File: config.mk
export PLATFORM = sky130hd
export DESIGN_NAME = key_matrix_to_ascii_encoder
export DESIGN_NICKNAME = d
export VERILOG_FILES = /design/src/hdl/kmae_pkg.sv /design/src/hdl/kmae_seq.sv /design/src/hdl/key_matrix_to_ascii_encoder.sv
export VERILOG_INCLUDE_DIRS = /design/src /design/src/hdl
export SDC_FILE = /design/constraint.sdc
export NUM_CORES = 1
export LEC_CHECK = 0
export ABC_AREA = 1
export BUFFER_PORTS_ARGS = -buffer_cell sky130_fd_sc_hd__buf_2
export CAP_MARGIN = 20
export CORE_MARGIN = 2
export CORE_UTILIZATION = 61
export CTS_BUF_LIST = sky130_fd_sc_hd__clkbuf_8
export CTS_CLUSTER_DIAMETER = 120
export DETAILED_ROUTE_END_ITERATION = 8
export PLACE_DENSITY_LB_ADDON = 0.15
export SLEW_MARGIN = 20
export SYNTH_ARGS = -nofsm -noshare
export SYNTH_HDL_FRONTEND = slang
export SYNTH_SLANG_ARGS = --single-unit
File: constraint.sdc
create_clock -name clk -period 4.4 [get_ports clk]
set_input_delay 1.1 -clock clk [delete_from_list [all_inputs] [get_ports clk]]
set_output_delay 1.1 -clock clk [all_outputs]
set_load 0.005 [all_outputs]
File: src/hdl/key_matrix_to_ascii_encoder_macros.svh
// Assertion macros used by the key matrix encoder sequencer (kmae_seq).
// Each macro expects clk and rst_n to be visible where it is used.
`ifndef KEY_MATRIX_TO_ASCII_ENCODER_MACROS_SVH
`define KEY_MATRIX_TO_ASCII_ENCODER_MACROS_SVH

// Same-cycle implication, checked outside reset
`define KMAE_ASSERT_IMP(lbl, ante, cons, msg) \
  lbl: assert property (@(posedge clk) disable iff (!rst_n) (ante) |-> (cons)) else $error(msg);

// Next-cycle implication, checked outside reset
`define KMAE_ASSERT_NXT(lbl, ante, cons, msg) \
  lbl: assert property (@(posedge clk) disable iff (!rst_n) (ante) |=> (cons)) else $error(msg);

`endif

File: src/hdl/kmae_pkg.sv
`default_nettype none

package kmae_pkg;

  localparam int MATRIX_ROWS = 7;
  localparam int KEY_BITS    = MATRIX_ROWS * 8;

  // Key positions and sequencing marks
  localparam logic [5:0] KEY_SECOND  = 6'd5;
  localparam logic [5:0] KEY_ALPHA   = 6'd15;
  localparam logic [5:0] KEY_ROW0_END = 6'd7;
  localparam logic [5:0] KEY_END     = 6'd56;

  // Byte constants
  localparam logic [6:0] CHR_ESC     = 7'h1B;
  localparam logic [6:0] CHR_BRACKET = 7'h5B;
  localparam logic [6:0] CASE_OFFSET = 7'd32;

  // Encoding of one key: byte count, escape-sequence flag, final character
  typedef struct packed {
    logic [1:0] cnt;
    logic       arrow;
    logic [6:0] chr;
  } kmae_code_t;

  // Byte stream from the key sequencer to the output stage
  typedef struct packed {
    logic       byte_v;
    logic [6:0] byte_val;
    logic       end_v;
  } kmae_stream_t;

  function automatic logic [6:0] fixed_chr(input logic [5:0] key);
    logic [6:0] c;
    case (key)
      6'd7:    c = 7'h7F;
      6'd40:   c = 7'h0D;
      6'd46:   c = 7'h1B;
      6'd9:    c = 7'h20;
      6'd6:    c = 7'h09;
      default: c = 7'h00;
    endcase
    return c;
  endfunction

  function automatic logic [6:0] arrow_chr(input logic [5:0] key);
    logic [6:0] c;
    case (key)
      6'd51:   c = 7'h41;
      6'd48:   c = 7'h42;
      6'd50:   c = 7'h43;
      6'd49:   c = 7'h44;
      default: c = 7'h00;
    endcase
    return c;
  endfunction

  function automatic logic [6:0] alpha_chr(input logic [5:0] key);
    logic [6:0] c;
    case (key)
      6'd14:   c = 7'h61;
      6'd22:   c = 7'h62;
      6'd30:   c = 7'h63;
      6'd13:   c = 7'h64;
      6'd21:   c = 7'h65;
      6'd29:   c = 7'h66;
      6'd37:   c = 7'h67;
      6'd45:   c = 7'h68;
      6'd12:   c = 7'h69;
      6'd20:   c = 7'h6A;
      6'd28:   c = 7'h6B;
      6'd36:   c = 7'h6C;
      6'd44:   c = 7'h6D;
      6'd11:   c = 7'h6E;
      6'd19:   c = 7'h6F;
      6'd27:   c = 7'h70;
      6'd35:   c = 7'h71;
      6'd43:   c = 7'h72;
      6'd10:   c = 7'h73;
      6'd18:   c = 7'h74;
      6'd26:   c = 7'h75;
      6'd34:   c = 7'h76;
      6'd42:   c = 7'h77;
      6'd17:   c = 7'h79;
      6'd25:   c = 7'h7A;
      default: c = 7'h00;
    endcase
    return c;
  endfunction

  function automatic logic [6:0] plain_chr(input logic [5:0] key);
    logic [6:0] c;
    case (key)
      6'd16:   c = 7'h30;
      6'd17:   c = 7'h31;
      6'd25:   c = 7'h32;
      6'd33:   c = 7'h33;
      6'd18:   c = 7'h34;
      6'd26:   c = 7'h35;
      6'd34:   c = 7'h36;
      6'd19:   c = 7'h37;
      6'd27:   c = 7'h38;
      6'd35:   c = 7'h39;
      6'd20:   c = 7'h2C;
      6'd28:   c = 7'h28;
      6'd36:   c = 7'h29;
      6'd44:   c = 7'h2F;
      6'd43:   c = 7'h2A;
      6'd42:   c = 7'h2D;
      6'd41:   c = 7'h2B;
      6'd24:   c = 7'h2E;
      6'd32:   c = 7'h2D;
      6'd12:   c = 7'h3D;
      6'd11:   c = 7'h27;
      6'd10:   c = 7'h5C;
      6'd0:    c = 7'h03;
      6'd1:    c = 7'h1A;
      6'd2:    c = 7'h05;
      6'd3:    c = 7'h01;
      default: c = 7'h00;
    endcase
    return c;
  endfunction

  function automatic logic [6:0] shift_chr(input logic [5:0] key);
    logic [6:0] c;
    case (key)
      6'd16:   c = 7'h29;
      6'd17:   c = 7'h21;
      6'd25:   c = 7'h40;
      6'd33:   c = 7'h23;
      6'd18:   c = 7'h24;
      6'd26:   c = 7'h25;
      6'd34:   c = 7'h5E;
      6'd19:   c = 7'h26;
      6'd27:   c = 7'h2A;
      6'd35:   c = 7'h28;
      6'd20:   c = 7'h3C;
      6'd28:   c = 7'h5B;
      6'd36:   c = 7'h5D;
      6'd44:   c = 7'h3F;
      6'd43:   c = 7'h2A;
      6'd42:   c = 7'h2D;
      6'd41:   c = 7'h2B;
      6'd24:   c = 7'h3E;
      6'd32:   c = 7'h5F;
      6'd12:   c = 7'h3A;
      6'd11:   c = 7'h22;
      6'd10:   c = 7'h3B;
      6'd0:    c = 7'h03;
      6'd1:    c = 7'h1A;
      6'd2:    c = 7'h05;
      6'd3:    c = 7'h01;
      default: c = 7'h00;
    endcase
    return c;
  endfunction

  // Full encoding of one key under the current 2nd and alpha levels
  function automatic kmae_code_t key_code(input logic [5:0] key, input logic second,
                                          input logic alpha_on);
    kmae_code_t r;
    logic [6:0] f;
    logic [6:0] a;
    logic [6:0] l;
    logic [6:0] p;
    f = fixed_chr(key);
    a = arrow_chr(key);
    l = alpha_chr(key);
    p = second ? shift_chr(key) : plain_chr(key);
    r.arrow = 1'b0;
    if (f != 7'h00) begin
      r.cnt = 2'd1;
      r.chr = f;
    end else if (a != 7'h00) begin
      r.cnt   = 2'd3;
      r.arrow = 1'b1;
      r.chr   = a;
    end else if (alpha_on) begin
      r.cnt = (l != 7'h00) ? 2'd1 : 2'd0;
      r.chr = second ? (l - CASE_OFFSET) : l;
    end else begin
      r.cnt = (p != 7'h00) ? 2'd1 : 2'd0;
      r.chr = p;
    end
    return r;
  endfunction

endpackage

`default_nettype wire

File: src/hdl/kmae_seq.sv
`default_nettype none

module kmae_seq (
  input  wire logic                  clk,
  input  wire logic                  rst_n,
  input  wire logic                  scan_valid,
  output logic                       scan_stall,
  input  wire logic [55:0]           scan_bits,
  output kmae_pkg::kmae_stream_t     strm,
  input  wire logic                  strm_rdy
);
  import kmae_pkg::*;

  `include "key_matrix_to_ascii_encoder_macros.svh"

  logic                busy_r;
  logic [5:0]          key_r;
  logic [1:0]          sub_r;
  logic [KEY_BITS-1:0] press_r;
  logic [KEY_BITS-1:0] prev_r;
  logic                rel_alpha_r;
  logic                second_r;
  logic                adown_r;
  logic                lock_r;
  logic                chord_r;
  logic                held_r;

  kmae_code_t code;
  logic       scan_phase;
  logic       is_mod;
  logic       emit;
  logic       last_sub;
  logic       adv;
  logic       take_end;
  logic       chord_nxt;
  logic       lock_nxt;
  logic [6:0] byte_val;

  // Encode the key at the head of the shift register
  assign code       = key_code(key_r, second_r, lock_r | adown_r);
  assign scan_phase = busy_r && (key_r != KEY_END);
  assign is_mod     = (key_r == KEY_SECOND) || (key_r == KEY_ALPHA);
  assign emit       = scan_phase && press_r[0] && !is_mod && (code.cnt != 2'd0);
  assign last_sub   = (sub_r == (code.cnt - 2'd1));
  assign adv        = scan_phase && (!emit || (strm_rdy && last_sub));
  assign take_end   = busy_r && (key_r == KEY_END) && strm_rdy;

  // Pick the byte of an escape sequence or the single character
  always_comb begin
    if (code.arrow && (sub_r == 2'd0)) begin
      byte_val = CHR_ESC;
    end else if (code.arrow && (sub_r == 2'd1)) begin
      byte_val = CHR_BRACKET;
    end else begin
      byte_val = code.chr;
    end
  end

  // Mark chords; toggle the lock on an alpha release with no chord, at the start of row 1
  assign chord_nxt = chord_r | (emit && (lock_r | adown_r));
  assign lock_nxt  = lock_r ^ ((key_r == KEY_ROW0_END) && rel_alpha_r && !chord_nxt);

  assign strm.byte_v   = emit;
  assign strm.byte_val = byte_val;
  assign strm.end_v    = busy_r && (key_r == KEY_END);
  assign scan_stall    = busy_r;

  // Control state
  always_ff @(posedge clk) begin
    if (!rst_n) begin
      busy_r  <= 1'b0;
      key_r   <= 6'd0;
      sub_r   <= 2'd0;
      prev_r  <= '0;
      lock_r  <= 1'b0;
      chord_r <= 1'b0;
      held_r  <= 1'b0;
    end else if (scan_valid && !busy_r) begin
      busy_r <= 1'b1;
      key_r  <= 6'd0;
      sub_r  <= 2'd0;
      prev_r <= scan_bits;
    end else if (adv) begin
      key_r   <= key_r + 6'd1;
      sub_r   <= 2'd0;
      chord_r <= chord_nxt;
      lock_r  <= lock_nxt;
    end else if (emit && strm_rdy) begin
      sub_r <= sub_r + 2'd1;
    end else if (take_end) begin
      busy_r <= 1'b0;
      if (adown_r && !held_r) begin
        chord_r <= 1'b0;
      end
      held_r <= adown_r;
    end
  end

  // Capture the new presses and levels, then shift one key per step
  always_ff @(posedge clk) begin
    if (scan_valid && !busy_r) begin
      press_r     <= scan_bits & ~prev_r;
      rel_alpha_r <= prev_r[KEY_ALPHA] & ~scan_bits[KEY_ALPHA];
      second_r    <= scan_bits[KEY_SECOND];
      adown_r     <= scan_bits[KEY_ALPHA];
    end else if (adv) begin
      press_r <= {1'b0, press_r[KEY_BITS-1:1]};
    end
  end

  `KMAE_ASSERT_IMP(a_key_range, busy_r, key_r <= KEY_END, "key index ran past the end of the scan")
  `KMAE_ASSERT_IMP(a_sub_arrow, sub_r != 2'd0, emit && code.arrow, "byte index set outside an escape sequence")
  `KMAE_ASSERT_NXT(a_end_idle, take_end, !busy_r, "sequencer still busy after end of scan")

endmodule

`default_nettype wire

File: src/hdl/key_matrix_to_ascii_encoder.sv
// Key matrix to ASCII encoder.
// Input channel: in_valid / in_stall / in_scan_bits carries one 7x8 key matrix
// scan per transaction (bit row*8+col set while that key is down).
// Output channel: out_valid / out_stall / out_byte / out_last_of_scan carries
// one byte per transaction; out_last_of_scan marks the final byte of a scan.
// A scan that presses no mapped key produces no transaction at all.
// Each scan is walked one key per cycle through a 56-bit shift register,
// except that a key holds while its escape-sequence bytes go out or while
// the byte path is stalled. in_stall is high for the whole walk; the next
// scan is taken the cycle after the end of the previous walk.
// One byte is held back in a pending register so it can be tagged as last;
// a byte is offered the cycle after the sequencer hands over the next byte
// of its scan, or the end of the walk.
// When out_stall is high the output register holds, the pending register
// fills, and the key walk pauses at its next byte or at the end of the scan until the byte path frees up.
// Synchronous reset (rst_n low) clears the previous scan, the alpha lock,
// the chord flags and all valid flags.
`default_nettype none

module key_matrix_to_ascii_encoder (
  input  wire logic        clk,
  input  wire logic        rst_n,
  input  wire logic        in_valid,
  output logic             in_stall,
  input  wire logic [55:0] in_scan_bits,
  output logic             out_valid,
  input  wire logic        out_stall,
  output logic [6:0]       out_byte,
  output logic             out_last_of_scan
);
  import kmae_pkg::*;

  kmae_stream_t strm;
  logic         strm_rdy;
  logic         out_free;
  logic         take_byte;
  logic         take_end;

  logic       pend_v_r;
  logic [6:0] pend_byte_r;
  logic       out_valid_r;
  logic [6:0] out_byte_r;
  logic       out_last_r;

  kmae_seq u_seq (
    .clk        (clk),
    .rst_n      (rst_n),
    .scan_valid (in_valid),
    .scan_stall (in_stall),
    .scan_bits  (in_scan_bits),
    .strm       (strm),
    .strm_rdy   (strm_rdy)
  );

  // The pending byte can move on when the output register is empty or draining
  assign out_free  = !out_valid_r || !out_stall;
  assign strm_rdy  = !pend_v_r || out_free;
  assign take_byte = strm.byte_v && strm_rdy;
  assign take_end  = strm.end_v && strm_rdy;

  // Output register: push the pending byte, tag it last at end of scan
  always_ff @(posedge clk) begin
    if (!rst_n) begin
      out_valid_r <= 1'b0;
    end else if (pend_v_r && (take_byte || take_end)) begin
      out_valid_r <= 1'b1;
    end else if (!out_stall) begin
      out_valid_r <= 1'b0;
    end
  end

  always_ff @(posedge clk) begin
    if (pend_v_r && (take_byte || take_end)) begin
      out_byte_r <= pend_byte_r;
      out_last_r <= take_end;
    end
  end

  // Pending register: hold the newest byte until its successor or the end
  always_ff @(posedge clk) begin
    if (!rst_n) begin
      pend_v_r <= 1'b0;
    end else if (take_byte) begin
      pend_v_r <= 1'b1;
    end else if (take_end) begin
      pend_v_r <= 1'b0;
    end
  end

  always_ff @(posedge clk) begin
    if (take_byte) begin
      pend_byte_r <= strm.byte_val;
    end
  end

  assign out_valid        = out_valid_r;
  assign out_byte         = out_byte_r;
  assign out_last_of_scan = out_last_r;

endmodule

`default_nettype wire
==> run_results.csv <==
group,metric,value,unit
critical_path,cp.required,4.79,ns
layout,drive_gt1_share,15.8,%
pwr,p_sw_share,27.2,%
sta,finalCritPeriodShare,91.5,%
synth,seq_area_frac_synth,53.7,%
synth,ys_types,41,
routing,post_drt_wl_per_cell,16.0,um
pwr,p_leak,3.64,nW
synth,synth_edf_count,74,
sta,grt_setup_unrepaired,"no",
pwr,internal_power,2.37,mW
critical_path,crit_arrival,4.41,ns
sta,max_freq,0.248,GHz
run,maxCapViolCount,0,
layout,fill_cells,930,
outcome,status,"complete, no violations",
synth,synthCells,894,
layout,areaGrowthSynthToFinish,11.5,%
clock_network,cts_setup_buffers,0,
global_routing,track_usage,27.9,%
place,gp_congestion,0.991,
global_routing,grt_max_degree,62,
sta,setup_tns,0,ns
global_routing,grt_pass1_wl,28800,um
global_routing,grt_pass1_vias,5884,
synth,synthFlopType,"dfxtp_1",
synth,netlist.top_cell.by_area,"edfxtp_1",
routing,vias,6337,
synth,synth-seq-cells,164,
clock_network,cts-htree-levels,4,
floorplan,start_util,62.4,%
clock_network,cts_tree,"done",
routing,drt-initial-drc-count,684,
synth,synth_common_cells,"nand2_1, o21ai_0, dfxtp_1",
place,dp_hpwl,12500,um
pwr,power.density,389,mW/mm^2
floorplan,dieArea,0.0132,sq mm
min_path,hold_path_class,"reg2reg",
clock_network,numCtsBuffers,17,
sta,finalSetupViolCount,0,
pwr,vdd_drop_max,0.280,mV
pwr,switching_power,0.885,mW
floorplan,die_height,115,um
clock_network,cts-resized-gates,0,
synth,synthArstFlopShare,0,%
floorplan,row_count,40,
sta,period_minus_slack,4.02,ns
critical_path,r2r_cells,25,
synth,yosysMostFrequentCell,"nand2_1",
routing,antenna_left,0,
critical_path,crit_path_end_kind,"flop",
sta,finalClockSkew,0.00888,ns
sta,finalHoldViolCount,0,
critical_path,setup.worst_path.class,"reg2reg",
floorplan,core_area,0.0120,sq mm
synth,synth_area,0.00750,sq mm
sta,tightest_slew,0.751,ns
global_routing,antenna_found_initial,0,
critical_path,reg2reg_slack,0.38,ns
clock_network,clk_pin_slew,0.09,ns
layout,diodes,0,
critical_path,cp-start-kind,"flop",
pwr,comb_power_share,11.9,%
clock_network,clk_path_buf_depth,2,
routing,dr.pass1.iters,6,
global_routing,gr-total-overflow,0,
sta,finalMaxSlewViolations,0,
floorplan,die_w,115,um
pwr,seqPwrFrac,55.0,%
routing,wl,18000,um
min_path,hold-path-cell-count,0,
floorplan,io_pins,70,
synth,yosys-top-cells-area,"edfxtp_1, dfxtp_1, nand2_1",
layout,final_nets,1039,
clock_network,hold_buffers,0,
clock_network,cts_sinks,164,
sta,slew_headroom,49.9,%
synth,ys_warn_count,0,
place,port_buffers,69,
synth,synth_nets,973,
routing,remaining_drc_errors,0,
pwr,power_frac_clock,33.0,%
clock_network,cts_root_buf,"clkbuf_8",
clock_network,clkLatencyLatePin,0.44,ns
synth,synth.top_cell.area_share,29.6,%
routing,drt-vias-per-instance,5.66,
pwr,fin_total_pwr,3.25,mW
synth,syn_avg_cell_area,8.39,sq um
critical_path,cp_max_fo,8,
==> per-stage QoR <==
step | setup WS [ns] | std cells | hold WS (ns) | util [%] | cell area, sq um
global placement | 0.526 | 1088 | 0.404 | 66.3 | 7960
detailed placement | 0.488 | 1088 | 0.405 | 66.3 | 7960
CTS | 0.455 | 1120 | 0.424 | 69.6 | 8360
finish | 0.376 | 1120 | 0.422 | 69.6 | 8360
floorplan | 0.740 | 894 | 0.400 | - | 7500
global route | 0.0168 | 1120 | 0.431 | 69.6 | 8360
==> worst max-delay path: stages (launching register included) <==
cell      delay [ns]
dfxtp_1         0.41
inv_1           0.14
ha_1            0.26
o211ai_1        0.28
nand2_4         0.14
nor2_4          0.14
nand3_2         0.09
inv_1           0.06
ha_1            0.23
xnor2_1         0.14
nor2_1          0.07
nand3_2         0.11
a21oi_2         0.06
buf_4           0.17
nand2_1         0.10
nand2_1         0.08
nor2_1          0.45
ha_1            0.25
nand2_1         0.11
inv_1           0.15
nand2_1         0.17
nand2_1         0.10
nand2_1         0.06
nand2_1         0.07
nand2_1         0.07
nand2_1         0.07
==> kinds of logic after synthesis <==
kind of cell / count (synthesis) / synth area share (%)
DFF: 164 / 53.7
and+or+nand+nor: 448 / 25.2
buffers and inverters: 90 / 5.11
adders and majority gates: 19 / 3.17
AOI/OAI and AO/OA: 168 / 12.3
xor gates and xnor gates: 5 / 0.584
==> power by group through the flow <==
stage               logic (mW)  registers, mW  clock network (mW)
global route             0.436           1.80                1.14
detailed placement       0.383           1.82                   0
CTS                      0.385           1.79                1.08
finish                   0.388           1.79                1.08
global placement         0.374           1.82                   0
floorplan                0.265           1.81                   0
==> final timing paths <==
check / from / to
worst max register to register: u_seq.key_r[0]$_SDFFE_PP0N_ / flop
worst max-delay path: u_seq.key_r[0]$_SDFFE_PP0N_ / flop
worst min-delay path: pend_byte_r[5]$_SDFFCE_PP0P_ / out_byte[5]$_DFFE_PP_
worst min register to register: pend_byte_r[5]$_SDFFCE_PP0P_ / out_byte[5]$_DFFE_PP_
==> layout by cell type (no fill, tap or decap), types with 15 or more instances in the layout <==
master    netlist  final
o21ai_0       126    126
clkbuf_8        0     20
inv_1          49     49
buf_2           2     69
nor2_1         43     42
nand2_1       326    325
a21oi_1        15     15
edfxtp_1       74     74
dfxtp_1        90     90
ha_1           19     19
nand3_1        39     39
==> routing by layer <==
metal / routed length [um] / track usage (%) / vias up
li1: - / - / 3088
met1: 8020 / 37.7 / 2983
met2: 8460 / 44.7 / 223
met3: 1040 / 5.75 / 43
met4: 438 / 10.5 / 0
met5: 0 / 0 / -
==> area by class of cell <==
| cell class | count | area (sq um) | area share, % |
|---|---|---|---|
| timing repair buffer | 80 | 428 | 5.12 |
| inverter | 57 | 219 | 2.62 |
| tap | 147 | 184 | 2.20 |
| clock buffer | 20 | 275 | 3.29 |
| clock inverter | 12 | 123 | 1.47 |
| multi-input combinational | 640 | 3110 | 37.2 |
| sequential | 164 | 4020 | 48.1 |
No activity file was read; power rests on OpenSTA's default activity.
